--- config.mk ---
export PLATFORM = sky130hd
export DESIGN_NAME = bresenham_line_rasterizer_unit
export DESIGN_NICKNAME = d
export VERILOG_FILES = /design/src/hw/rtl/brl_pkg.sv /design/src/hw/rtl/brl_skid.sv /design/src/hw/rtl/brl_step.sv /design/src/hw/rtl/bresenham_line_rasterizer_unit.sv
export SDC_FILE = /design/constraint.sdc
export NUM_CORES = 1
export LEC_CHECK = 0
export BUFFER_PORTS_ARGS = -buffer_cell sky130_fd_sc_hd__buf_2
export CORE_MARGIN = 2
export CORE_UTILIZATION = 35
export CTS_BUF_LIST = sky130_fd_sc_hd__clkbuf_2
export CTS_CLUSTER_DIAMETER = 120
export DETAILED_ROUTE_END_ITERATION = 6
export GPL_TIMING_DRIVEN = 0
export PLACE_DENSITY = 0.49
export REMOVE_ABC_BUFFERS = 1
export SLEW_MARGIN = 20
export SYNTH_ARGS = -nofsm -noshare
export SYNTH_HDL_FRONTEND = slang
export SYNTH_SLANG_ARGS = --single-unit
--- constraint.sdc ---
create_clock -name clk -period 13.69 [get_ports clk]
set_input_delay 2.0535 -clock clk [delete_from_list [all_inputs] [get_ports clk]]
set_output_delay 2.0535 -clock clk [all_outputs]
set_load 0.05 [all_outputs]
--- src/hw/rtl/brl_pkg.sv ---
// Shared constants and types for the line rasterizer.
`timescale 1ns / 1ps
`default_nettype none
package brl_pkg;

  localparam int COORD_WIDTH_DEF = 16;

  localparam int MAX_W    = 12;
  localparam int STRIDE_W = 15;
  localparam int BPP_W    = 3;
  localparam int OFFSET_W = 26;
  localparam int COLOR_W  = 32;

  localparam int CFG_IDX_W  = 2;
  localparam int CFG_DATA_W = 15;

  localparam logic [MAX_W-1:0]    MAX_X_RST  = 12'd1919;
  localparam logic [MAX_W-1:0]    MAX_Y_RST  = 12'd1079;
  localparam logic [STRIDE_W-1:0] STRIDE_RST = 15'd7680;
  localparam logic [BPP_W-1:0]    BPP_RST    = 3'd4;

  typedef enum logic [CFG_IDX_W-1:0] {
    CFG_MAX_X  = 2'd0,
    CFG_MAX_Y  = 2'd1,
    CFG_STRIDE = 2'd2,
    CFG_BPP    = 2'd3
  } cfg_reg_t;

  typedef enum logic {
    KIND_LOAD = 1'b0,
    KIND_TICK = 1'b1
  } item_kind_t;

  typedef struct packed {
    logic active;
    logic x_major;
    logic dir_x_neg;
    logic dir_y_neg;
  } line_flags_t;

endpackage
`default_nettype wire

--- src/hw/rtl/brl_skid.sv ---
// Two-entry output register with skid stage for the pixel stream.
`timescale 1ns / 1ps
`default_nettype none
module brl_skid #(
  parameter int W = 8
) (
  input  wire logic         clk,
  input  wire logic         rst_n,
  input  wire logic         push,
  input  wire logic [W-1:0] push_data,
  output logic              room,
  output logic              out_valid,
  input  wire logic         out_ready,
  output logic [W-1:0]      out_data
);

  logic         out_valid_r, out_valid_nxt;
  logic         skid_valid_r, skid_valid_nxt;
  logic [W-1:0] out_data_r, out_data_nxt;
  logic [W-1:0] skid_data_r, skid_data_nxt;

  assign room      = !skid_valid_r;
  assign out_valid = out_valid_r;
  assign out_data  = out_data_r;

  always_comb begin
    out_valid_nxt  = out_valid_r;
    skid_valid_nxt = skid_valid_r;
    out_data_nxt   = out_data_r;
    skid_data_nxt  = skid_data_r;
    if (out_valid_r && !out_ready) begin
      // output stalled: park a new word in the skid stage
      if (push) begin
        skid_valid_nxt = 1'b1;
        skid_data_nxt  = push_data;
      end
    end else if (skid_valid_r) begin
      out_valid_nxt  = 1'b1;
      out_data_nxt   = skid_data_r;
      skid_valid_nxt = 1'b0;
    end else begin
      out_valid_nxt = push;
      out_data_nxt  = push_data;
    end
  end

  always_ff @(posedge clk) begin
    if (!rst_n) begin
      out_valid_r  <= 1'b0;
      skid_valid_r <= 1'b0;
    end else begin
      out_valid_r  <= out_valid_nxt;
      skid_valid_r <= skid_valid_nxt;
    end
  end

  always_ff @(posedge clk) begin
    out_data_r  <= out_data_nxt;
    skid_data_r <= skid_data_nxt;
  end

endmodule
`default_nettype wire

--- src/hw/rtl/brl_step.sv ---
// Line setup with clip reject, one Bresenham step, and pixel offset/visibility.
`timescale 1ns / 1ps
`default_nettype none
module brl_step #(
  parameter int CW = brl_pkg::COORD_WIDTH_DEF
) (
  input  wire logic                          load,
  input  wire logic                          tick,
  input  wire logic [CW-1:0]                 start_x,
  input  wire logic [CW-1:0]                 start_y,
  input  wire logic [CW-1:0]                 end_x,
  input  wire logic [CW-1:0]                 end_y,
  input  wire logic [brl_pkg::MAX_W-1:0]     max_x,
  input  wire logic [brl_pkg::MAX_W-1:0]     max_y,
  input  wire logic [brl_pkg::STRIDE_W-1:0]  stride,
  input  wire logic [brl_pkg::BPP_W-1:0]     bpp,
  input  wire logic [CW-1:0]                 cur_x,
  input  wire logic [CW-1:0]                 cur_y,
  input  wire logic [CW-1:0]                 span_x,
  input  wire logic [CW-1:0]                 span_y,
  input  wire logic [CW+2:0]                 err,
  input  wire logic [CW:0]                   pts,
  input  wire brl_pkg::line_flags_t          flags,
  output logic [CW-1:0]                      cur_x_nxt,
  output logic [CW-1:0]                      cur_y_nxt,
  output logic [CW-1:0]                      span_x_nxt,
  output logic [CW-1:0]                      span_y_nxt,
  output logic [CW+2:0]                      err_nxt,
  output logic [CW:0]                        pts_nxt,
  output brl_pkg::line_flags_t               flags_nxt,
  output logic                               emit,
  output logic                               pix_visible,
  output logic                               pix_last,
  output logic [brl_pkg::OFFSET_W-1:0]       pix_offset
);

  localparam int CMP_W = ((CW > brl_pkg::MAX_W) ? CW : brl_pkg::MAX_W) + 1;
  localparam int ERR_W = CW + 3;
  localparam int PTS_W = CW + 1;
  localparam int PY_W  = brl_pkg::MAX_W + brl_pkg::STRIDE_W;
  localparam int PX_W  = brl_pkg::MAX_W + brl_pkg::BPP_W;

  // line setup
  logic [CW:0]            dx, dy, dx_abs, dy_abs;
  logic [CW-1:0]          sx_ld, sy_ld, major_ld;
  logic                   xmaj_ld, reject;
  logic signed [CMP_W-1:0] ax, ay, bx, by, mx, my;

  // pixel and step
  logic signed [CMP_W-1:0] cx, cy;
  logic [PY_W-1:0]        prod_y;
  logic [PX_W-1:0]        prod_x;
  logic [PY_W-1:0]        off_sum;
  logic [ERR_W-1:0]       e1, e2;
  logic                   e1_pos, x_step, y_step;
  logic [CW-1:0]          major_cur, minor_cur;

  always_comb begin
    dx     = {end_x[CW-1], end_x} - {start_x[CW-1], start_x};
    dy     = {end_y[CW-1], end_y} - {start_y[CW-1], start_y};
    dx_abs = dx[CW] ? (PTS_W'(0) - dx) : dx;
    dy_abs = dy[CW] ? (PTS_W'(0) - dy) : dy;
    sx_ld  = dx_abs[CW-1:0];
    sy_ld  = dy_abs[CW-1:0];
    xmaj_ld  = sx_ld > sy_ld;
    major_ld = xmaj_ld ? sx_ld : sy_ld;

    ax = {{(CMP_W-CW){start_x[CW-1]}}, start_x};
    ay = {{(CMP_W-CW){start_y[CW-1]}}, start_y};
    bx = {{(CMP_W-CW){end_x[CW-1]}}, end_x};
    by = {{(CMP_W-CW){end_y[CW-1]}}, end_y};
    mx = $signed({{(CMP_W-brl_pkg::MAX_W){1'b0}}, max_x});
    my = $signed({{(CMP_W-brl_pkg::MAX_W){1'b0}}, max_y});
    // drop lines lying wholly beyond one screen edge
    reject = (ax[CMP_W-1] && bx[CMP_W-1]) || (ay[CMP_W-1] && by[CMP_W-1]) ||
             (ax > mx && bx > mx) || (ay > my && by > my);
  end

  always_comb begin
    cx = {{(CMP_W-CW){cur_x[CW-1]}}, cur_x};
    cy = {{(CMP_W-CW){cur_y[CW-1]}}, cur_y};
    pix_visible = !cx[CMP_W-1] && !cy[CMP_W-1] && cx <= mx && cy <= my;
    prod_y  = cy[brl_pkg::MAX_W-1:0] * stride;
    prod_x  = cx[brl_pkg::MAX_W-1:0] * bpp;
    off_sum = prod_y + PY_W'(prod_x);
    pix_offset = pix_visible ? off_sum[brl_pkg::OFFSET_W-1:0] : '0;
    pix_last   = (pts[PTS_W-1:1] == '0);
    emit       = tick && flags.active;

    major_cur = flags.x_major ? span_x : span_y;
    minor_cur = flags.x_major ? span_y : span_x;
    e1     = err + {2'b00, minor_cur, 1'b0};
    e1_pos = !e1[ERR_W-1] && (e1 != '0);
    e2     = e1_pos ? (e1 - {2'b00, major_cur, 1'b0}) : e1;
    x_step = flags.x_major || e1_pos;
    y_step = !flags.x_major || e1_pos;
  end

  always_comb begin
    cur_x_nxt  = cur_x;
    cur_y_nxt  = cur_y;
    span_x_nxt = span_x;
    span_y_nxt = span_y;
    err_nxt    = err;
    pts_nxt    = pts;
    flags_nxt  = flags;
    if (load) begin
      cur_x_nxt  = start_x;
      cur_y_nxt  = start_y;
      span_x_nxt = sx_ld;
      span_y_nxt = sy_ld;
      err_nxt    = ERR_W'(0) - {3'b000, major_ld};
      pts_nxt    = {1'b0, major_ld} + PTS_W'(1);
      flags_nxt.active    = !reject;
      flags_nxt.x_major   = xmaj_ld;
      flags_nxt.dir_x_neg = dx[CW] || (dx == '0);
      flags_nxt.dir_y_neg = dy[CW] || (dy == '0);
    end else if (emit) begin
      if (x_step) begin
        cur_x_nxt = flags.dir_x_neg ? (cur_x - CW'(1)) : (cur_x + CW'(1));
      end
      if (y_step) begin
        cur_y_nxt = flags.dir_y_neg ? (cur_y - CW'(1)) : (cur_y + CW'(1));
      end
      err_nxt = e2;
      pts_nxt = pix_last ? '0 : (pts - PTS_W'(1));
      flags_nxt.active = !pix_last;
    end
  end

endmodule
`default_nettype wire

--- src/hw/rtl/bresenham_line_rasterizer_unit.sv ---
// Top level: Bresenham line rasterizer with clip reject and byte offset output.
// An accepted tick's pixel is registered into the output register, or into the skid stage while the output is stalled.
// Throughput: one word per cycle while in_tready is high; the line state steps once per accepted tick.
// in_tready drops only while the skid stage holds a word behind a stalled output.
// Reset (rst_n low, synchronous): no line loaded, output empty, registers to
// max_x 1919, max_y 1079, stride 7680, 4 bytes per pixel.
`timescale 1ns / 1ps
`default_nettype none
module bresenham_line_rasterizer_unit #(
  parameter int COORD_WIDTH = brl_pkg::COORD_WIDTH_DEF,
  localparam int IN_RAW_W   = 4 * COORD_WIDTH + brl_pkg::COLOR_W,
  localparam int IN_DATA_W  = ((IN_RAW_W + 7) / 8) * 8,
  localparam int OUT_RAW_W  = 2 * COORD_WIDTH + brl_pkg::COLOR_W + brl_pkg::OFFSET_W,
  localparam int OUT_DATA_W = ((OUT_RAW_W + 7) / 8) * 8
) (
  input  wire logic                            clk,
  input  wire logic                            rst_n,
  // start_x, start_y, end_x, end_y, color (lowest bits first), zero padded
  input  wire logic [IN_DATA_W-1:0]            in_tdata,
  // kind
  input  wire logic                            in_tuser,
  input  wire logic                            in_tvalid,
  output logic                                 in_tready,
  // pixel_x, pixel_y, pixel_color, byte_offset (lowest bits first), zero padded
  output logic [OUT_DATA_W-1:0]                out_tdata,
  // visible
  output logic                                 out_tuser,
  output logic                                 out_tlast,
  output logic                                 out_tvalid,
  input  wire logic                            out_tready,
  input  wire logic                            cfg_valid,
  output logic                                 cfg_ready,
  input  wire logic [brl_pkg::CFG_IDX_W-1:0]   cfg_index,
  input  wire logic [brl_pkg::CFG_DATA_W-1:0]  cfg_data
);

  localparam int CW = COORD_WIDTH;

  logic [brl_pkg::MAX_W-1:0]    max_x_r, max_y_r;
  logic [brl_pkg::STRIDE_W-1:0] stride_r;
  logic [brl_pkg::BPP_W-1:0]    bpp_r;

  logic [CW-1:0]  cur_x_r, cur_y_r, span_x_r, span_y_r;
  logic [CW-1:0]  cur_x_nxt, cur_y_nxt, span_x_nxt, span_y_nxt;
  logic [CW+2:0]  err_r, err_nxt;
  logic [CW:0]    pts_r, pts_nxt;
  logic [brl_pkg::COLOR_W-1:0] color_r;
  brl_pkg::line_flags_t flags_r, flags_nxt;

  logic [CW-1:0]               in_sx, in_sy, in_ex, in_ey;
  logic [brl_pkg::COLOR_W-1:0] in_color;
  logic                        in_acc, load, tick, room, emit;
  logic                        pix_visible, pix_last;
  logic [brl_pkg::OFFSET_W-1:0] pix_offset;
  logic [OUT_RAW_W+1:0]        push_data, skid_out;

  assign in_sx    = in_tdata[CW-1:0];
  assign in_sy    = in_tdata[2*CW-1:CW];
  assign in_ex    = in_tdata[3*CW-1:2*CW];
  assign in_ey    = in_tdata[4*CW-1:3*CW];
  assign in_color = in_tdata[IN_RAW_W-1:4*CW];

  assign in_tready = room;
  assign in_acc    = in_tvalid && room;
  assign load      = in_acc && (brl_pkg::item_kind_t'(in_tuser) == brl_pkg::KIND_LOAD);
  assign tick      = in_acc && (brl_pkg::item_kind_t'(in_tuser) == brl_pkg::KIND_TICK);
  assign cfg_ready = 1'b1;

  always_ff @(posedge clk) begin
    if (!rst_n) begin
      max_x_r  <= brl_pkg::MAX_X_RST;
      max_y_r  <= brl_pkg::MAX_Y_RST;
      stride_r <= brl_pkg::STRIDE_RST;
      bpp_r    <= brl_pkg::BPP_RST;
    end else if (cfg_valid) begin
      unique case (brl_pkg::cfg_reg_t'(cfg_index))
        brl_pkg::CFG_MAX_X:  max_x_r  <= cfg_data[brl_pkg::MAX_W-1:0];
        brl_pkg::CFG_MAX_Y:  max_y_r  <= cfg_data[brl_pkg::MAX_W-1:0];
        brl_pkg::CFG_STRIDE: stride_r <= cfg_data[brl_pkg::STRIDE_W-1:0];
        brl_pkg::CFG_BPP:    bpp_r    <= cfg_data[brl_pkg::BPP_W-1:0];
        default: ;
      endcase
    end
  end

  brl_step #(
    .CW(CW)
  ) u_step (
    .load        (load),
    .tick        (tick),
    .start_x     (in_sx),
    .start_y     (in_sy),
    .end_x       (in_ex),
    .end_y       (in_ey),
    .max_x       (max_x_r),
    .max_y       (max_y_r),
    .stride      (stride_r),
    .bpp         (bpp_r),
    .cur_x       (cur_x_r),
    .cur_y       (cur_y_r),
    .span_x      (span_x_r),
    .span_y      (span_y_r),
    .err         (err_r),
    .pts         (pts_r),
    .flags       (flags_r),
    .cur_x_nxt   (cur_x_nxt),
    .cur_y_nxt   (cur_y_nxt),
    .span_x_nxt  (span_x_nxt),
    .span_y_nxt  (span_y_nxt),
    .err_nxt     (err_nxt),
    .pts_nxt     (pts_nxt),
    .flags_nxt   (flags_nxt),
    .emit        (emit),
    .pix_visible (pix_visible),
    .pix_last    (pix_last),
    .pix_offset  (pix_offset)
  );

  always_ff @(posedge clk) begin
    if (!rst_n) begin
      flags_r <= '0;
    end else begin
      flags_r <= flags_nxt;
    end
  end

  always_ff @(posedge clk) begin
    cur_x_r  <= cur_x_nxt;
    cur_y_r  <= cur_y_nxt;
    span_x_r <= span_x_nxt;
    span_y_r <= span_y_nxt;
    err_r    <= err_nxt;
    pts_r    <= pts_nxt;
    if (load) begin
      color_r <= in_color;
    end
  end

  assign push_data = {pix_last, pix_visible, pix_offset, color_r, cur_y_r, cur_x_r};

  brl_skid #(
    .W(OUT_RAW_W + 2)
  ) u_skid (
    .clk       (clk),
    .rst_n     (rst_n),
    .push      (emit),
    .push_data (push_data),
    .room      (room),
    .out_valid (out_tvalid),
    .out_ready (out_tready),
    .out_data  (skid_out)
  );

  assign out_tdata = OUT_DATA_W'(skid_out[OUT_RAW_W-1:0]);
  assign out_tuser = skid_out[OUT_RAW_W];
  assign out_tlast = skid_out[OUT_RAW_W+1];

endmodule
`default_nettype wire

Yosys cells after proc, flatten, opt, wreduce, memory -nomap -nowiden. Index checks and enable logic that the tools add are counted.

Order comparisons: 7. Add/sub/neg operators: 14. Bitwise logic cells: 1. $mul: 2. Muxes and demuxes: 24. Reduce and logical (&&, ||, !) cells: 44. Equal/unequal tests: 3.

Operator list (count): 16-bit two-way mux (13); 92-bit two-way mux (1); 16-bit by 13-bit > comparator with 1-bit output (4); 19-bit two-way mux (3); 17-bit two-way mux (3); 17-bit zero test (2); 16-bit by 16-bit subtractor with 17-bit output (2); 16-bit by 1-bit adder with 16-bit output (second input constant) (2); 16-bit by 13-bit less-or-equal comparator with 1-bit output (2); 1-bit by 16-bit subtractor with 16-bit output (first input constant) (2); 16-bit by 1-bit subtractor with 16-bit output (second input constant) (2); 26-bit by 15-bit adder with 26-bit output (1); 12-bit by 15-bit multiplier with 26-bit output (1); 26-bit two-way mux (1); 19-bit by 17-bit adder with 19-bit output (1); 19-bit nonzero test (1); 19-bit by 17-bit subtractor with 19-bit output (1); 16-bit by 1-bit adder with 17-bit output (second input constant) (1); 1-bit by 16-bit subtractor with 17-bit output (first input constant) (1); 17-bit by 1-bit subtractor with 17-bit output (second input constant) (1); 16-bit > comparator (1); 16-bit zero test (1); 2-bit AND reduction (8); 12-bit by 3-bit multiplier with 15-bit output (1); 9 further kinds (39).

Input port bits: 119. Bits in registers: 364. Output and inout port bits: 101.

Depth between registers and ports, before layout.
Depth in word-level cells: 8. Gate-level depth with buffers: 34. Mapped depth without buffers: 30.

By module. From an unflattened synthesis, not the netlist that was laid out.

Cells, all modules: 3053. Area total of the unflattened synthesis: 29831.1 µm².

Modules (own cells, without submodules): brl_step (cells each 2435, area each 18216.2 µm², times used 1, sequential area each 0.0 µm²); brl_skid (cells each 295, area each 6727.7 µm², times used 1, sequential area each 5565.3 µm²); bresenham_line_rasterizer_unit (cells each 323, area each 4887.2 µm², times used 1, sequential area each 3883.7 µm²).

Worst setup path before layout. Ideal clock, no wire load.

Kind: input -> register. From: input port out_tready. To: register u_skid.skid_data_r[0], enable pin. Cell stages on the path: 2. Required time: 13035 ps. Slack: 2418 ps. Path buffers: 0. Library setup time: 655 ps. Arrival: 10617 ps. Path through: nand2b_1 nor3_1.

Word-level cells in the longest chain between the ends: 3.

RTL lines: from (decl) (line bresenham_line_rasterizer_unit.sv:30) `input wire logic out_tready,`; 1-bit zero test (line brl_skid.sv:31) `if (out_valid_r && !out_ready) begin`; 1-bit logical AND (line brl_skid.sv:31); 2-bit AND reduction (no source line); to (signal assigned) (line brl_skid.sv:59) `skid_data_r <= skid_data_nxt;`; to (decl) (line brl_skid.sv:20) `logic [W-1:0] skid_data_r, skid_data_nxt;`.

No other way between the ends. A chain may end at the register's enable or synchronous reset.

Worst setup path after layout.
From: input port in_tdata[32]. To: register err_r[14], data pin.

Word-level cells in the longest chain between the ends: 7.

RTL lines: from (decl) (line bresenham_line_rasterizer_unit.sv:19) `input wire logic [IN_DATA_W-1:0] in_tdata,`; 16-bit by 16-bit subtractor with 17-bit output (*) (line brl_step.sv:59) `dx = {end_x[CW-1], end_x} - {start_x[CW-1], start_x};`; 1-bit by 16-bit subtractor with 16-bit output (line brl_step.sv:61) `dx_abs = dx[CW] ? (PTS_W'(0) - dx) : dx;`; 16-bit two-way mux (*) (line brl_step.sv:61); via u_step.dx_abs[13] (line brl_step.sv:44) `logic [CW:0] dx, dy, dx_abs, dy_abs;`; 16-bit > comparator (line brl_step.sv:65) `xmaj_ld = sx_ld > sy_ld;`; 16-bit two-way mux (*) (line brl_step.sv:66) `major_ld = xmaj_ld ? sx_ld : sy_ld;`; 1-bit by 16-bit subtractor with 17-bit output (*) (line brl_step.sv:112) `err_nxt = ERR_W'(0) - {3'b000, major_ld};`; 19-bit two-way mux (*) (line brl_step.sv:107) `if (load) begin`; via err_nxt[14] (line bresenham_line_rasterizer_unit.sv:45) `logic [CW+2:0] err_r, err_nxt;`; to (signal assigned) (line bresenham_line_rasterizer_unit.sv:132) `err_r <= err_nxt;`; to (decl) (line bresenham_line_rasterizer_unit.sv:45).

Mark *: on every way through the listed nets, which the timed path passes. The rest lies on a longest branch.

==> metrics.md <==
| Metric | Value |
|---|---|
| Post-synth EDFFs | 316 |
| Vias in the first global route | 23.7k |
| Sink Count | 364 |
| Routed vias | 23.1k |
| Post-layout min period | 8.98 ns |
| Leakage power | 0.0145 uW |
| Pre-CTS setup slack | 3.61 ns |
| Largest family of logic cells by synthesized area | adder cells |
| Post-route cell area | 33,300 um^2 |
| Reg2Reg Capture Point | u_skid.out_data[89] |
| Boundary Pins | 220 |
| Outcome | complete, no violations |
| Core area | 85,000 um^2 |
| Largest net degree at the start of global routing | 64 |
| Internal power | 2990 uW |
| Crit path required time | 14.63 ns |
| Critical Path Sink Type | flip-flop |
| Distinct cells, synth | 97 |
| Global route overflow | 0 |
| CTS max path bufs | 3 |
| Hold Buf Count CTS | 0 |
| TritonCTS clock tree | built |
| Power Total | 5540 uW |
| Area grow syn2layout | 11.4% |
| Sequential fraction of the synthesis area | 0.349 |
| Worst slew pin tran | 1.10 ns |
| Sequential power share | 0.262 |
| Avg WL per Cell | 19.2 um |
| CTS Buf Count | 102 |
| Routed WL | 85.2 mm |
| Clk_lat worst skew | 1.17 ns |
| Mean post-synth cell area | 10.1 um^2 |
| Antenna violations before repair | 7 |
| Global-route wire length before repair | 133 mm |
| Share of layout cells above drive strength 1 | 0.170 |
| Hold Fails Final Rpt | 0 |
| Final WS setup | 4.71 ns |
| Gpl congestion | 0.872 |
| Drt drc | 0 |
| P per Cell Area | 166 nW/um^2 |
| Starting density of the core | 0.352 |
| CP max FO | 23 |
| Max-cap violations | 0 |
| Die area | 87,900 um^2 |
| Layout Skew | 0.0881 ns |
| Via density | 5.19 |
| Most common cell after layout, fill and taps aside | inv_1 |
| Simple-gate area share of the yosys netlist | 0.149 |
| NetSw | 2540 uW |
| Total track usage | 0.194 |
| Clock power frac | 0.149 |
| H-tree depth | 3 |
| Slew headroom | 0.264 |
| RR Startpoint | cur_y_r[3] |
| FF+latch area | 10,500 um^2 |
| RSZ-0062 raised after global routing | false |
| Clk root buf | clkbuf_2 |
| Startpoint types | primary input |
| End of the critical path | err_r[14] |
| Fin crit share | 0.656 |
| Resized cells post-CTS | 0 |
| Hold crit path type | reg2reg |
| Crit path from | in_tdata[32] |
| Combinational cell fraction of total power | 0.589 |
| Most frequent cells in the layout | inv_1 (336), edfxtp_1 (316), ha_1 (272) |
| Fill cells | 8,438 |
| Switching part of the total | 0.459 |
| Synth Register Bits | 364 |
| Clock-pin slew on the worst setup and hold paths | 0.10 ns |
| Maximum vdd drop | 0.000115 V |
| Synth Area in Compound Gates | 0.121 |
| Setup Buffers After CTS | 0 |
| Final nets | 3,767 |
| Die W | 296 um |
| HPWL after detailed placement | 65.6 mm |
| Area after DPL | 32,400 um^2 |
| Port bufs | 212 |
| Die Height | 296 um |
| Mapped Area | 29,900 um^2 |
| Row cnt | 107 |
| Ys Warns | 0 |
| XOR/XNOR share of the synthesized area | 0.0453 |
| Post-synthesis mux area share | 0.0486 |
| Flop2flop setup slack | 6.19 ns |
| Worst path arrival time | 9.92 ns |
| Critical path class | in2reg |
| Final slew viol count | 0 |
| Top FF cell, synth | edfxtp_1 |
| Worst R2R Path Depth | 24 |
| Synth Instances | 2,970 |
| Synth Area in Adders | 0.228 |
| Area of the multi-input gates | 17,800 um^2 |
| DRT iter0 DRCs | 1,534 |
| Async SR Flop Fraction | 0 |
| Setup Viol. Count Final | 0 |
| Post-route setup TNS | 0 ns |
| Drt first pass iters | 5 |
| FMAX | 0.111 GHz |
| Antenna Nets Post-Route | 0 |
-- stage by stage --
step | utilization | hold WS (ns) | cells
detailed placement | 0.381 | 0.436 | 4246
floorplan | - | 0.422 | 2867
global route | 0.392 | 0.446 | 4440
global placement | 0.376 | 0.430 | 4223
CTS | 0.392 | 0.432 | 4436
finish | 0.392 | 0.411 | 4441
-- registers in the layout (all words and copies together) (netlist names) --
register,count
span_y_r,16
flags_r,4
cur_y_r,16
span_x_r,16
max_y_r,12
pts_r,17
u_skid.skid_data_r,92
max_x_r,12
err_r,19
u_skid.out_data,92
color_r,32
cur_x_r,16
u_skid.out_valid,1
u_skid.skid_valid_r,1
stride_r,15
bpp_r,3
-- cells in the mapped netlist (19+ instances only) --
cell	n	area share
nor2_1	132	0.017
fa_1	170	0.11
o21a_1	26	0.0065
clkbuf_1	82	0.010
dfxtp_1	48	0.032
nor2b_1	33	0.0069
xnor2_1	110	0.032
nand4_1	33	0.0069
xor2_1	41	0.012
or3_1	19	0.0040
edfxtp_1	316	0.32
a21boi_0	32	0.0080
and2_1	161	0.034
mux2_2	106	0.040
a21oi_1	148	0.025
inv_1	337	0.042
o31ai_1	19	0.0048
a21o_1	32	0.0080
mux2i_1	26	0.0087
o211ai_1	32	0.0080
nand2_1	264	0.033
nand2b_1	33	0.0069
o21ai_0	106	0.018
ha_1	272	0.11
nand3_1	57	0.0095
nor3_1	55	0.0092
nor4_1	23	0.0048
-- cells by family (layout without fill, tap and decap cells) --
| logic type | count (synthesis) | count (layout) |
|---|---|---|
| xor+xnor | 153 | 153 |
| mux | 132 | 132 |
| compound gates | 548 | 548 |
| fa+ha+maj | 443 | 443 |
| other cells | 2 | 12 |
| buf+inv | 448 | 765 |
| flops | 364 | 364 |
| simple gates | 880 | 880 |
-- critical path, stage by stage --
cell	delay [ns]
buf_2	0.08
inv_1	0.10
ha_1	0.23
fa_1	0.43
nand2b_1	0.19
a21oi_1	0.33
o22ai_1	0.21
o221a_2	0.37
nor4_1	0.67
a21oi_1	0.18
xnor2_1	0.58
ha_1	0.36
and2_1	0.16
and4_1	0.26
nand4_1	0.11
nand2_1	0.07
maj3_2	0.33
a21oi_2	0.81
nor2_1	0.52
o21ai_1	0.35
ha_1	0.39
nand4_1	0.15
nor3_1	0.24
o22ai_1	0.23
o21a_1	0.24
o31ai_1	0.28
-- how the worst min path moves through the flow --
stage	from	to	slack (ns)	cells past startpoint
after floorplan	color_r[0]	u_skid.skid_data_r[32]	0.42	0
after global placement	color_r[18]	u_skid.skid_data_r[50]	0.43	0
after detailed placement	color_r[24]	u_skid.skid_data_r[56]	0.44	0
after CTS	color_r[9]	u_skid.skid_data_r[41]	0.43	0
after global routing	color_r[9]	u_skid.skid_data_r[41]	0.45	0
final	color_r[9]	u_skid.skid_data_r[41]	0.41	0
-- layout make-up --
type,count,share of cell area
diodes,5,0.000375
well taps,1144,0.0429
flip-flops and latches,364,0.314
inverters,340,0.0385
repair buffers,235,0.0415
multi-input cells,2163,0.534
clock buffers,144,0.0216
clock inverters,46,0.00721
-- power by group through the flow --
stage,clock [uW],sequential [uW],combinational [uW]
global placement,0,1480,3190
global route,929,1470,3680
floorplan,0,1500,2410
detailed placement,0,1480,3240
finish,825,1450,3260
CTS,871,1450,3270
-- metal layers --
| layer | up-vias | GRT usage | wire (um) |
|---|---|---|---|
| met5 | - | 0 | 36 |
| met4 | 4 | 0.0542 | 1570 |
| met3 | 121 | 0.0325 | 4410 |
| met2 | 606 | 0.316 | 39300 |
| met1 | 11379 | 0.266 | 39900 |
| li1 | 10943 | - | - |
No activity file was read; power rests on OpenSTA's default activity.
